[config.mk]
export PLATFORM = sky130hd
export DESIGN_NAME = software_timer_table
export DESIGN_NICKNAME = d
export VERILOG_FILES = /design/src/hdl/stt_pkg.sv /design/src/hdl/stt_ctrl.sv /design/src/hdl/stt_dp.sv /design/src/hdl/software_timer_table.sv
export VERILOG_INCLUDE_DIRS = /design/src /design/src/hdl
export SDC_FILE = /design/constraint.sdc
export NUM_CORES = 2
export LEC_CHECK = 0
export BUFFER_PORTS_ARGS = -buffer_cell sky130_fd_sc_hd__buf_2
export CAP_MARGIN = 20
export CORE_ASPECT_RATIO = 1.4
export CORE_MARGIN = 3
export CORE_UTILIZATION = 57
export CTS_CLUSTER_SIZE = 30
export DETAILED_ROUTE_END_ITERATION = 16
export MAX_ROUTING_LAYER = met4
export PLACE_DENSITY = 0.78
export SETUP_SLACK_MARGIN = 0.4
export SYNTH_ARGS = -nofsm -noshare
export SYNTH_HDL_FRONTEND = slang
export SYNTH_SLANG_ARGS = --single-unit
[constraint.sdc]
create_clock -name i_clk -period 10.6 [get_ports i_clk]
set_clock_uncertainty 0.05 [all_clocks]
set_input_delay 0.53 -clock i_clk [delete_from_list [all_inputs] [get_ports i_clk]]
set_output_delay 0.53 -clock i_clk [all_outputs]
set_load 0.05 [all_outputs]
[src/hdl/software_timer_table_defines.svh]
// assertion helpers for the timer table
`ifndef SOFTWARE_TIMER_TABLE_DEFINES_SVH
`define SOFTWARE_TIMER_TABLE_DEFINES_SVH

// consequent holds in the same cycle as the antecedent
`define STT_ASSERT_SAME(label, clk, rst_n, ante, cons) \
    label: assert property (@(posedge clk) disable iff (!rst_n) (ante) |-> (cons)) \
        else $error("timer table check failed");

// consequent holds in the cycle after the antecedent
`define STT_ASSERT_NEXT(label, clk, rst_n, ante, cons) \
    label: assert property (@(posedge clk) disable iff (!rst_n) (ante) |=> (cons)) \
        else $error("timer table check failed");

`endif

[src/hdl/stt_pkg.sv]
package stt_pkg;

    // field widths
    localparam int TASK_W    = 16;
    localparam int TIMER_W   = 16;
    localparam int TIME_W    = 32;
    localparam int PAYLOAD_W = 32;
    localparam int TIMEOUT_W = 27;

    // stream widths
    localparam int S_TDATA_W = 136;
    localparam int S_TUSER_W = 3;
    localparam int M_TDATA_W = 72;
    localparam int M_TUSER_W = 3;

    // timeout limits
    localparam logic [TIMEOUT_W-1:0] MAX_TIMEOUT_MS = 27'd86400000;
    localparam logic [TIMEOUT_W-1:0] MIN_TIMEOUT_MS = 27'd10;

    // request commands
    localparam logic [1:0] CMD_SET   = 2'd0;
    localparam logic [1:0] CMD_CLEAR = 2'd1;
    localparam logic [1:0] CMD_CHECK = 2'd2;
    localparam logic [1:0] CMD_NONE  = 2'd3;

    // result kinds
    localparam logic [1:0] RK_SET_REPLY   = 2'd0;
    localparam logic [1:0] RK_CLEAR_REPLY = 2'd1;
    localparam logic [1:0] RK_EXPIRY      = 2'd2;
    localparam logic [1:0] RK_DONE        = 2'd3;

    // result status codes
    localparam logic [1:0] ST_OK        = 2'd0;
    localparam logic [1:0] ST_BAD_ID    = 2'd1;
    localparam logic [1:0] ST_FULL      = 2'd2;
    localparam logic [1:0] ST_NOT_FOUND = 2'd3;

    // slot write kinds
    localparam logic [1:0] WR_ZERO   = 2'd0;
    localparam logic [1:0] WR_SET    = 2'd1;
    localparam logic [1:0] WR_FREE   = 2'd2;
    localparam logic [1:0] WR_EXPIRE = 2'd3;

    // controller to datapath commands
    typedef struct packed {
        logic       load;
        logic       addr_zero;
        logic       addr_inc;
        logic       wr_en;
        logic [1:0] wr_kind;
        logic       emit;
        logic [1:0] emit_kind;
        logic [1:0] emit_status;
    } t_dp_cmd;

    // datapath to controller status
    typedef struct packed {
        logic out_ready;
        logic last_slot;
        logic bad_id;
        logic slot_free;
        logic slot_match;
        logic slot_expired;
    } t_dp_stat;

endpackage

[src/hdl/stt_ctrl.sv]
module stt_ctrl (
    input  logic              i_clk,
    input  logic              i_rst_n,
    input  logic              i_s_tvalid,
    input  logic [1:0]        i_command,
    output logic              o_s_tready,
    input  stt_pkg::t_dp_stat i_stat,
    output stt_pkg::t_dp_cmd  o_cmd
);
    import stt_pkg::*;

    localparam logic [2:0] S_WIPE = 3'd0;
    localparam logic [2:0] S_IDLE = 3'd1;
    localparam logic [2:0] S_SET  = 3'd2;
    localparam logic [2:0] S_CLR  = 3'd3;
    localparam logic [2:0] S_CHK  = 3'd4;
    localparam logic [2:0] S_DONE = 3'd5;

    logic [2:0] r_state;
    logic [2:0] n_state;

    // state register
    always_ff @(posedge i_clk) begin
        if (!i_rst_n) begin
            r_state <= S_WIPE;
        end else begin
            r_state <= n_state;
        end
    end

    // next state and datapath commands
    always_comb begin
        n_state    = r_state;
        o_cmd      = '0;
        o_s_tready = 1'b0;
        unique case (r_state)
            S_WIPE: begin
                o_cmd.wr_en   = 1'b1;
                o_cmd.wr_kind = WR_ZERO;
                if (i_stat.last_slot) begin
                    o_cmd.addr_zero = 1'b1;
                    n_state         = S_IDLE;
                end else begin
                    o_cmd.addr_inc = 1'b1;
                end
            end
            S_IDLE: begin
                o_s_tready      = 1'b1;
                o_cmd.addr_zero = 1'b1;
                if (i_s_tvalid) begin
                    o_cmd.load = 1'b1;
                    unique case (i_command)
                        CMD_SET:   n_state = S_SET;
                        CMD_CLEAR: n_state = S_CLR;
                        CMD_CHECK: n_state = S_CHK;
                        default:   n_state = S_IDLE;
                    endcase
                end
            end
            S_SET: begin
                o_cmd.emit_kind = RK_SET_REPLY;
                if (i_stat.bad_id) begin
                    if (i_stat.out_ready) begin
                        o_cmd.emit        = 1'b1;
                        o_cmd.emit_status = ST_BAD_ID;
                        o_cmd.addr_zero   = 1'b1;
                        n_state           = S_IDLE;
                    end
                end else if (i_stat.slot_free) begin
                    if (i_stat.out_ready) begin
                        o_cmd.wr_en       = 1'b1;
                        o_cmd.wr_kind     = WR_SET;
                        o_cmd.emit        = 1'b1;
                        o_cmd.emit_status = ST_OK;
                        o_cmd.addr_zero   = 1'b1;
                        n_state           = S_IDLE;
                    end
                end else if (i_stat.last_slot) begin
                    if (i_stat.out_ready) begin
                        o_cmd.emit        = 1'b1;
                        o_cmd.emit_status = ST_FULL;
                        o_cmd.addr_zero   = 1'b1;
                        n_state           = S_IDLE;
                    end
                end else begin
                    o_cmd.addr_inc = 1'b1;
                end
            end
            S_CLR: begin
                o_cmd.emit_kind = RK_CLEAR_REPLY;
                if (i_stat.slot_match) begin
                    if (i_stat.out_ready) begin
                        o_cmd.wr_en       = 1'b1;
                        o_cmd.wr_kind     = WR_FREE;
                        o_cmd.emit        = 1'b1;
                        o_cmd.emit_status = ST_OK;
                        o_cmd.addr_zero   = 1'b1;
                        n_state           = S_IDLE;
                    end
                end else if (i_stat.last_slot) begin
                    if (i_stat.out_ready) begin
                        o_cmd.emit        = 1'b1;
                        o_cmd.emit_status = ST_NOT_FOUND;
                        o_cmd.addr_zero   = 1'b1;
                        n_state           = S_IDLE;
                    end
                end else begin
                    o_cmd.addr_inc = 1'b1;
                end
            end
            S_CHK: begin
                o_cmd.emit_kind   = RK_EXPIRY;
                o_cmd.emit_status = ST_OK;
                // an expired slot waits for room in the output register
                if (!i_stat.slot_expired || i_stat.out_ready) begin
                    if (i_stat.slot_expired) begin
                        o_cmd.wr_en   = 1'b1;
                        o_cmd.wr_kind = WR_EXPIRE;
                        o_cmd.emit    = 1'b1;
                    end
                    if (i_stat.last_slot) begin
                        n_state = S_DONE;
                    end else begin
                        o_cmd.addr_inc = 1'b1;
                    end
                end
            end
            S_DONE: begin
                o_cmd.emit_kind   = RK_DONE;
                o_cmd.emit_status = ST_OK;
                o_cmd.addr_zero   = 1'b1;
                if (i_stat.out_ready) begin
                    o_cmd.emit = 1'b1;
                    n_state    = S_IDLE;
                end
            end
            default: begin
                n_state = S_WIPE;
            end
        endcase
    end

endmodule

[src/hdl/stt_dp.sv]
module stt_dp #(
    parameter int SLOTS     = 32,
    parameter int TIMER_IDS = 32
) (
    input  logic                             i_clk,
    input  logic                             i_rst_n,
    input  logic [stt_pkg::S_TDATA_W-1:0]    i_s_tdata,
    input  logic [stt_pkg::S_TUSER_W-1:0]    i_s_tuser,
    input  stt_pkg::t_dp_cmd                 i_cmd,
    output stt_pkg::t_dp_stat                o_stat,
    output logic                             o_m_tvalid,
    input  logic                             i_m_tready,
    output logic [stt_pkg::M_TDATA_W-1:0]    o_m_tdata,
    output logic [stt_pkg::M_TUSER_W-1:0]    o_m_tuser,
    output logic                             o_m_tlast
);
    import stt_pkg::*;

    localparam int AW = (SLOTS > 1) ? $clog2(SLOTS) : 1;
    localparam int TW = (TIMER_IDS > 1) ? $clog2(TIMER_IDS) : 1;

    typedef struct packed {
        logic                 valid;
        logic                 periodic;
        logic [TASK_W-1:0]    owner;
        logic [TW-1:0]        timer_id;
        logic [TIMEOUT_W-1:0] timeout;
        logic [TIME_W-1:0]    start;
        logic                 pkind;
        logic [PAYLOAD_W-1:0] payload;
    } t_slot;

    // latched request
    logic                 r_periodic;
    logic [TASK_W-1:0]    r_owner;
    logic [TIMER_W-1:0]   r_timer;
    logic [TIME_W-1:0]    r_timeout;
    logic                 r_pkind;
    logic [PAYLOAD_W-1:0] r_pval;
    logic [TIME_W-1:0]    r_now;

    // slot memory and scan pointer
    t_slot                r_mem [SLOTS];
    t_slot                r_rd;
    t_slot                w_wr_word;
    logic [AW-1:0]        r_addr;
    logic [AW-1:0]        n_addr;

    logic [TIMEOUT_W-1:0] w_timeout;
    logic [TIME_W-1:0]    w_elapsed;
    logic                 w_is_expiry;

    // output register
    logic                 r_m_valid;
    logic [1:0]           r_kind;
    logic [1:0]           r_status;
    logic [TASK_W-1:0]    r_owner_res;
    logic [TIMER_W-1:0]   r_timer_res;
    logic                 r_pkind_res;
    logic [PAYLOAD_W-1:0] r_pval_res;
    logic                 r_last;

    // request capture
    always_ff @(posedge i_clk) begin
        if (i_cmd.load) begin
            r_periodic <= i_s_tdata[0];
            r_owner    <= i_s_tdata[16:1];
            r_timer    <= i_s_tdata[32:17];
            r_timeout  <= i_s_tdata[64:33];
            r_pval     <= i_s_tdata[96:65];
            r_now      <= i_s_tdata[128:97];
            r_pkind    <= i_s_tuser[2];
        end
    end

    // timeout clamp: zero goes up to the minimum, long ones down to one day
    always_comb begin
        if (r_timeout == '0) begin
            w_timeout = MIN_TIMEOUT_MS;
        end else if (r_timeout > {{(TIME_W-TIMEOUT_W){1'b0}}, MAX_TIMEOUT_MS}) begin
            w_timeout = MAX_TIMEOUT_MS;
        end else begin
            w_timeout = r_timeout[TIMEOUT_W-1:0];
        end
    end

    // scan pointer
    always_comb begin
        if (i_cmd.addr_zero) begin
            n_addr = '0;
        end else if (i_cmd.addr_inc) begin
            n_addr = AW'(r_addr + 1'b1);
        end else begin
            n_addr = r_addr;
        end
    end

    always_ff @(posedge i_clk) begin
        if (!i_rst_n) begin
            r_addr <= '0;
        end else begin
            r_addr <= n_addr;
        end
    end

    // slot write word
    always_comb begin
        w_wr_word = r_rd;
        case (i_cmd.wr_kind)
            WR_ZERO: begin
                w_wr_word = '0;
            end
            WR_SET: begin
                w_wr_word.valid    = 1'b1;
                w_wr_word.periodic = r_periodic;
                w_wr_word.owner    = r_owner;
                w_wr_word.timer_id = r_timer[TW-1:0];
                w_wr_word.timeout  = w_timeout;
                w_wr_word.start    = r_now;
                w_wr_word.pkind    = r_pkind;
                w_wr_word.payload  = r_pval;
            end
            WR_FREE: begin
                w_wr_word.valid = 1'b0;
            end
            default: begin
                // expiry: periodic restarts, one-shot is freed
                if (r_rd.periodic) begin
                    w_wr_word.start = r_now;
                end else begin
                    w_wr_word.valid = 1'b0;
                end
            end
        endcase
    end

    // memory: one write, one registered read at the next pointer
    always_ff @(posedge i_clk) begin
        if (i_cmd.wr_en) begin
            r_mem[r_addr] <= w_wr_word;
        end
        r_rd <= r_mem[n_addr];
    end

    // slot status
    assign w_elapsed = r_now - r_rd.start;

    always_comb begin
        o_stat.out_ready    = !r_m_valid || i_m_tready;
        o_stat.last_slot    = (r_addr == AW'(SLOTS - 1));
        o_stat.bad_id       = (r_timer >= TIMER_W'(TIMER_IDS));
        o_stat.slot_free    = !r_rd.valid;
        o_stat.slot_match   = r_rd.valid && (r_rd.owner == r_owner)
                              && (TIMER_W'(r_rd.timer_id) == r_timer);
        o_stat.slot_expired = r_rd.valid
                              && (w_elapsed >= {{(TIME_W-TIMEOUT_W){1'b0}}, r_rd.timeout});
    end

    assign w_is_expiry = (i_cmd.emit_kind == RK_EXPIRY);

    // output register control
    always_ff @(posedge i_clk) begin
        if (!i_rst_n) begin
            r_m_valid <= 1'b0;
        end else if (i_cmd.emit) begin
            r_m_valid <= 1'b1;
        end else if (i_m_tready) begin
            r_m_valid <= 1'b0;
        end
    end

    // output register payload
    always_ff @(posedge i_clk) begin
        if (i_cmd.emit) begin
            r_kind      <= i_cmd.emit_kind;
            r_status    <= i_cmd.emit_status;
            r_owner_res <= w_is_expiry ? r_rd.owner : r_owner;
            r_timer_res <= w_is_expiry ? TIMER_W'(r_rd.timer_id) : r_timer;
            r_pkind_res <= w_is_expiry ? r_rd.pkind : 1'b0;
            r_pval_res  <= w_is_expiry ? r_rd.payload : '0;
            r_last      <= !w_is_expiry;
        end
    end

    assign o_m_tvalid = r_m_valid;
    assign o_m_tdata  = {6'b0, r_pval_res, r_timer_res, r_owner_res, r_status};
    assign o_m_tuser  = {r_pkind_res, r_kind};
    assign o_m_tlast  = r_last;

endmodule

[src/hdl/software_timer_table.sv]
// Timer table with one-shot and periodic timers.
// Requests enter on the slave stream: tuser carries the command and the
// payload kind, tdata the timer fields and the current time in ms. Results
// leave on the master stream: set and clear replies, one expiry per expired
// timer during a check, then a check-done result; tlast marks the final
// result of each request. A request with the unused command gives nothing.
// Set, clear and check requests each make a linear walk over the slot
// memory through its single read port, one slot a cycle while no result
// waits for the output register. A set stops at the first free slot and
// a clear at the first matching one, else both at the last slot; a set
// with a bad timer id needs no walk, and a check visits all. A request is
// taken only while no other is in work; a finished result waits in an
// output register so the next request may be accepted before it is taken.
// When the receiver stalls, the walk holds on the slot that has a result
// to give and resumes once the output register frees up.
// After reset the slot memory is cleared in one pass over all slots, with
// tready low; all timers are then free.
`include "software_timer_table_defines.svh"

module software_timer_table #(
    parameter int SLOTS     = 32,
    parameter int TIMER_IDS = 32
) (
    input  logic                          i_clk,
    input  logic                          i_rst_n,
    // slave request channel
    input  logic                          i_s_tvalid,
    output logic                          o_s_tready,
    // tdata: periodic, owner_task, timer_number, timeout_ms, payload_value, now_ms
    input  logic [stt_pkg::S_TDATA_W-1:0] i_s_tdata,
    // tuser: command, payload_kind
    input  logic [stt_pkg::S_TUSER_W-1:0] i_s_tuser,
    // master result channel
    output logic                          o_m_tvalid,
    input  logic                          i_m_tready,
    // tdata: status, owner_task_res, timer_number_res, payload_value_res
    output logic [stt_pkg::M_TDATA_W-1:0] o_m_tdata,
    // tuser: result_kind, payload_kind_res
    output logic [stt_pkg::M_TUSER_W-1:0] o_m_tuser,
    output logic                          o_m_tlast
);
    import stt_pkg::*;

    t_dp_cmd  w_cmd;
    t_dp_stat w_stat;

    // sequencer
    stt_ctrl u_ctrl (
        .i_clk      (i_clk),
        .i_rst_n    (i_rst_n),
        .i_s_tvalid (i_s_tvalid),
        .i_command  (i_s_tuser[1:0]),
        .o_s_tready (o_s_tready),
        .i_stat     (w_stat),
        .o_cmd      (w_cmd)
    );

    // slot memory and result path
    stt_dp #(
        .SLOTS     (SLOTS),
        .TIMER_IDS (TIMER_IDS)
    ) u_dp (
        .i_clk      (i_clk),
        .i_rst_n    (i_rst_n),
        .i_s_tdata  (i_s_tdata),
        .i_s_tuser  (i_s_tuser),
        .i_cmd      (w_cmd),
        .o_stat     (w_stat),
        .o_m_tvalid (o_m_tvalid),
        .i_m_tready (i_m_tready),
        .o_m_tdata  (o_m_tdata),
        .o_m_tuser  (o_m_tuser),
        .o_m_tlast  (o_m_tlast)
    );

    // a real request closes the slave side until it is done
    `STT_ASSERT_NEXT(a_busy_after_request, i_clk, i_rst_n, i_s_tvalid && o_s_tready && (i_s_tuser[1:0] != CMD_NONE), !o_s_tready)

    // only expiries continue a result run
    `STT_ASSERT_SAME(a_last_marks_end, i_clk, i_rst_n, o_m_tvalid, o_m_tlast == (o_m_tuser[1:0] != RK_EXPIRY))

    // expiries always carry ok status
    `STT_ASSERT_SAME(a_expiry_status_ok, i_clk, i_rst_n, o_m_tvalid && (o_m_tuser[1:0] == RK_EXPIRY), o_m_tdata[1:0] == ST_OK)

endmodule

==> flow_summary.toml <==
[status]
status = "finished with violations"
violations = "max-slew violations"

[grt]
antenna_found_initial = 9
grt_max_degree = 215
grt_usage = 0.325
grt_pass1_vias = 99200
grt_overflow = 0
grt_pass1_wl_microns = 655000

[clock_network]
clock_tree.root_cell = "clkbuf_16"
clock_latency_ns = 0.96
numCtsBuffers = 369
cts_tree = "built"
post_cts_resized = 0
clock_sinks = 4004
postCtsSetupRepairBufs = 0
cts_max_level = 5
max-clock-path-buffers = 4
clkTransAtPathRegs_ns = 0.06

[job]
drv_cap = 0

[hold_path]
hold_path_depth = 3
hold_path_class = "input pin to register"
hold_path_startpoint = "i_s_tvalid"
whs_endpoint = "u_ctrl.r_state[0]"

[synthesis]
synth_area_leaders = "edfxtp_1 (74%), nand2_1 (6.1%), nand3_1 (2.3%), mux2i_1 (2.2%), a32oi_1 (1.9%)"
ys.warnings.count = 0
synth_seq_cells = 4004
synth.largest_area_cell = "edfxtp_1"
synth-async-reset-ratio = 0
syn-cell-area_sq_um = 157000
synth_cell_type_count = 99
netlist_instances = 10800
yosysSeqAreaShare = 0.756
synth_top_area_share = 0.740
synth_edf_count = 3880
avgSynthCellArea_sq_um = 14.6
dominantRegCellSynth = "edfxtp_1"

[detailed_routing]
drt-initial-drc-count = 15600
drc = 0
routed-via-count = 101000
vias_per_cell = 6.74
drt_wl_total_microns = 456000
post_drt_wl_per_cell_microns = 30.5
drt_first_pass_iters = 9
ant_nets = 0

[worst_setup_path]
critPathSlowestCell = "a2111oi_2"
reg2reg_to = "u_dp.r_rd[40]"
r2r-start = "u_dp.r_rd[33]"
critPathCaptureType = "register"
reg2reg_slack_ns = 1.51
worst-setup-path-type = "register to register"
cpPeakStageDelay_ns = 0.91
r2r_cells = 31
cp_data_required_time_ns = 11.29
critical_path.most_common_cell = "o21ai_0"
cp.arrival_ns = 9.77
worst_setup_path_start_kind = "register"
path_max_fanout = 96

[finish]
final_common_cell = "edfxtp_1"
final_cell_mix = "edfxtp_1 (3,880), nand2_1 (2,573), nand3_1 (706), clkbuf_16 (374), a31oi_1 (352)"
fillers = 18000
area_growth_pct = 12.2
fin_cells = 15000
nets = 11200
drive_gt1_frac = 0.109

[sta]
holdWs_ns = 0.111
max_freq_ghz = 0.110
post-route-min-period_ns = 9.09
final_hold_viol_count = 0
fin_setup_tns_ns = 0
rsz0062_at_grt = "no"
setup_viol = 0
maxSlewHeadroom = -0.318
worst_pin_slew_ns = 1.98
layout_setup_ws_ns = 1.51
final_max_slew_viol_count = 144
period_share = 0.857

[floorplanning]
dieWidth_microns = 450
dieHeight_microns = 628
floorplan.die_area_sq_um = 283000
ios = 221
initial_core_util = 0.575
core_area_sq_um = 274000
num_rows = 227

[power_and_ir_drop]
vdd_drop_max_mv = 0.160
power.density_nw_per_um2 = 195
power.leakage_nw = 57.2
total_power_w = 0.0344

[placed_design]
dp_cells = 14100
io_buffer_count = 207
pre_cts_ws_ns = 1.78
routabilityCongestion = 0.914
hpwl_microns = 227000
==> cell type report <==
class / instances / area (sq um) / area share
clock buffer: 468 / 9920 / 0.0562
clock inverter: 212 / 2330 / 0.0132
antenna: 7 / 17.5 / 0.0000992
sequential: 4004 / 119000 / 0.674
tap: 3664 / 4580 / 0.0260
timing repair buffer: 583 / 5660 / 0.0321
multi-input combinational: 5971 / 34700 / 0.197
inverter: 77 / 289 / 0.00164
==> timing repair <==
action,4_1_cts,5_1_grt
hold endpoints to repair,139,0
hold buffers,131,0
endpoints found under the setup margin,0,0
==> cell usage after synthesis (all sizes together), types with 43 or more instances <==
library cell and count:
a31oi 353, nor2 99, edfxtp 3880, buf 454, and2 43, a211oi 246
o22ai 228, a21oi 70, mux2i 349, a22o 103, and3 243, nand4 128
dfxtp 124, ha 63, a32oi 343, o21ai 61, nand3 708, nand2 2577
clkbuf 265, a2111oi 114, inv 77
==> logic make-up after synthesis <==
group / count (synthesis) / share of synthesized area
AO/OA/AOI/OAI: 1591 / 0.0789
flip-flops: 4004 / 0.756
other: 1 / 0.0000238
AND/OR/NAND/NOR: 3887 / 0.107
XOR/XNOR: 49 / 0.00273
buffers and inverters: 810 / 0.0262
adder cells (fa/ha/maj): 64 / 0.00514
multiplexers: 374 / 0.0240
==> metrics by stage <==
stage / utilization / instance area (sq um)
final: 0.645 / 177000
after floorplan: - / 157000
after CTS: 0.642 / 176000
after global placement: 0.592 / 162000
after detailed placement: 0.592 / 162000
after global routing: 0.645 / 177000
==> routing by layer <==
metal  global-route usage  vias up  part of all wire
met4                0.196        0             0.069
met1                0.395    49600              0.33
met2                0.505     8020              0.47
met3               0.0678     1719              0.13
li1                     -    41700                 -
met5                    -        -                 0
==> critical path: cells and delay by family, from the launching register on <==
family                   cells  cell delay (ns)
AO/OA/AOI/OAI               16             4.22
XOR/XNOR                     1             0.20
adder cells (fa/ha/maj)      3             0.82
buffers and inverters        2             0.65
flip-flops                   1             0.48
AND/OR/NAND/NOR              9             2.32
==> flip-flops by register name, summed over array words and instances, names as in the netlist, 3 cells and up <==
register          cells
u_dp.r_mem         3680
u_dp.r_pval          32
u_dp.r_owner_res     16
u_dp.r_timeout       32
u_dp.r_timer         16
u_dp.r_now           32
u_dp.r_rd           115
u_ctrl.r_state        3
u_dp.r_owner         16
u_dp.r_pval_res      32
u_dp.r_timer_res     16
u_dp.r_addr           5
==> worst max path at each step <==
stage | start | end | cells after the start
2_1_floorplan | u_dp.r_now[0] | u_dp.r_mem[15][0] | 29
3_3_place_gp | u_dp.r_rd[33] | u_dp.r_rd[40] | 31
3_5_place_dp | u_dp.r_rd[33] | u_dp.r_rd[40] | 31
4_1_cts | u_dp.r_rd[33] | u_dp.r_rd[40] | 31
5_1_grt | u_dp.r_rd[33] | u_dp.r_rd[40] | 31
6_report | u_dp.r_rd[33] | u_dp.r_rd[40] | 31
==> power breakdown <==
part / switching, W / internal (W)
Combinational: 0.00209 / 0.00105
Sequential: 0.000312 / 0.0174
Clock: 0.00582 / 0.00767
Power figures use the tool's default switching activity.
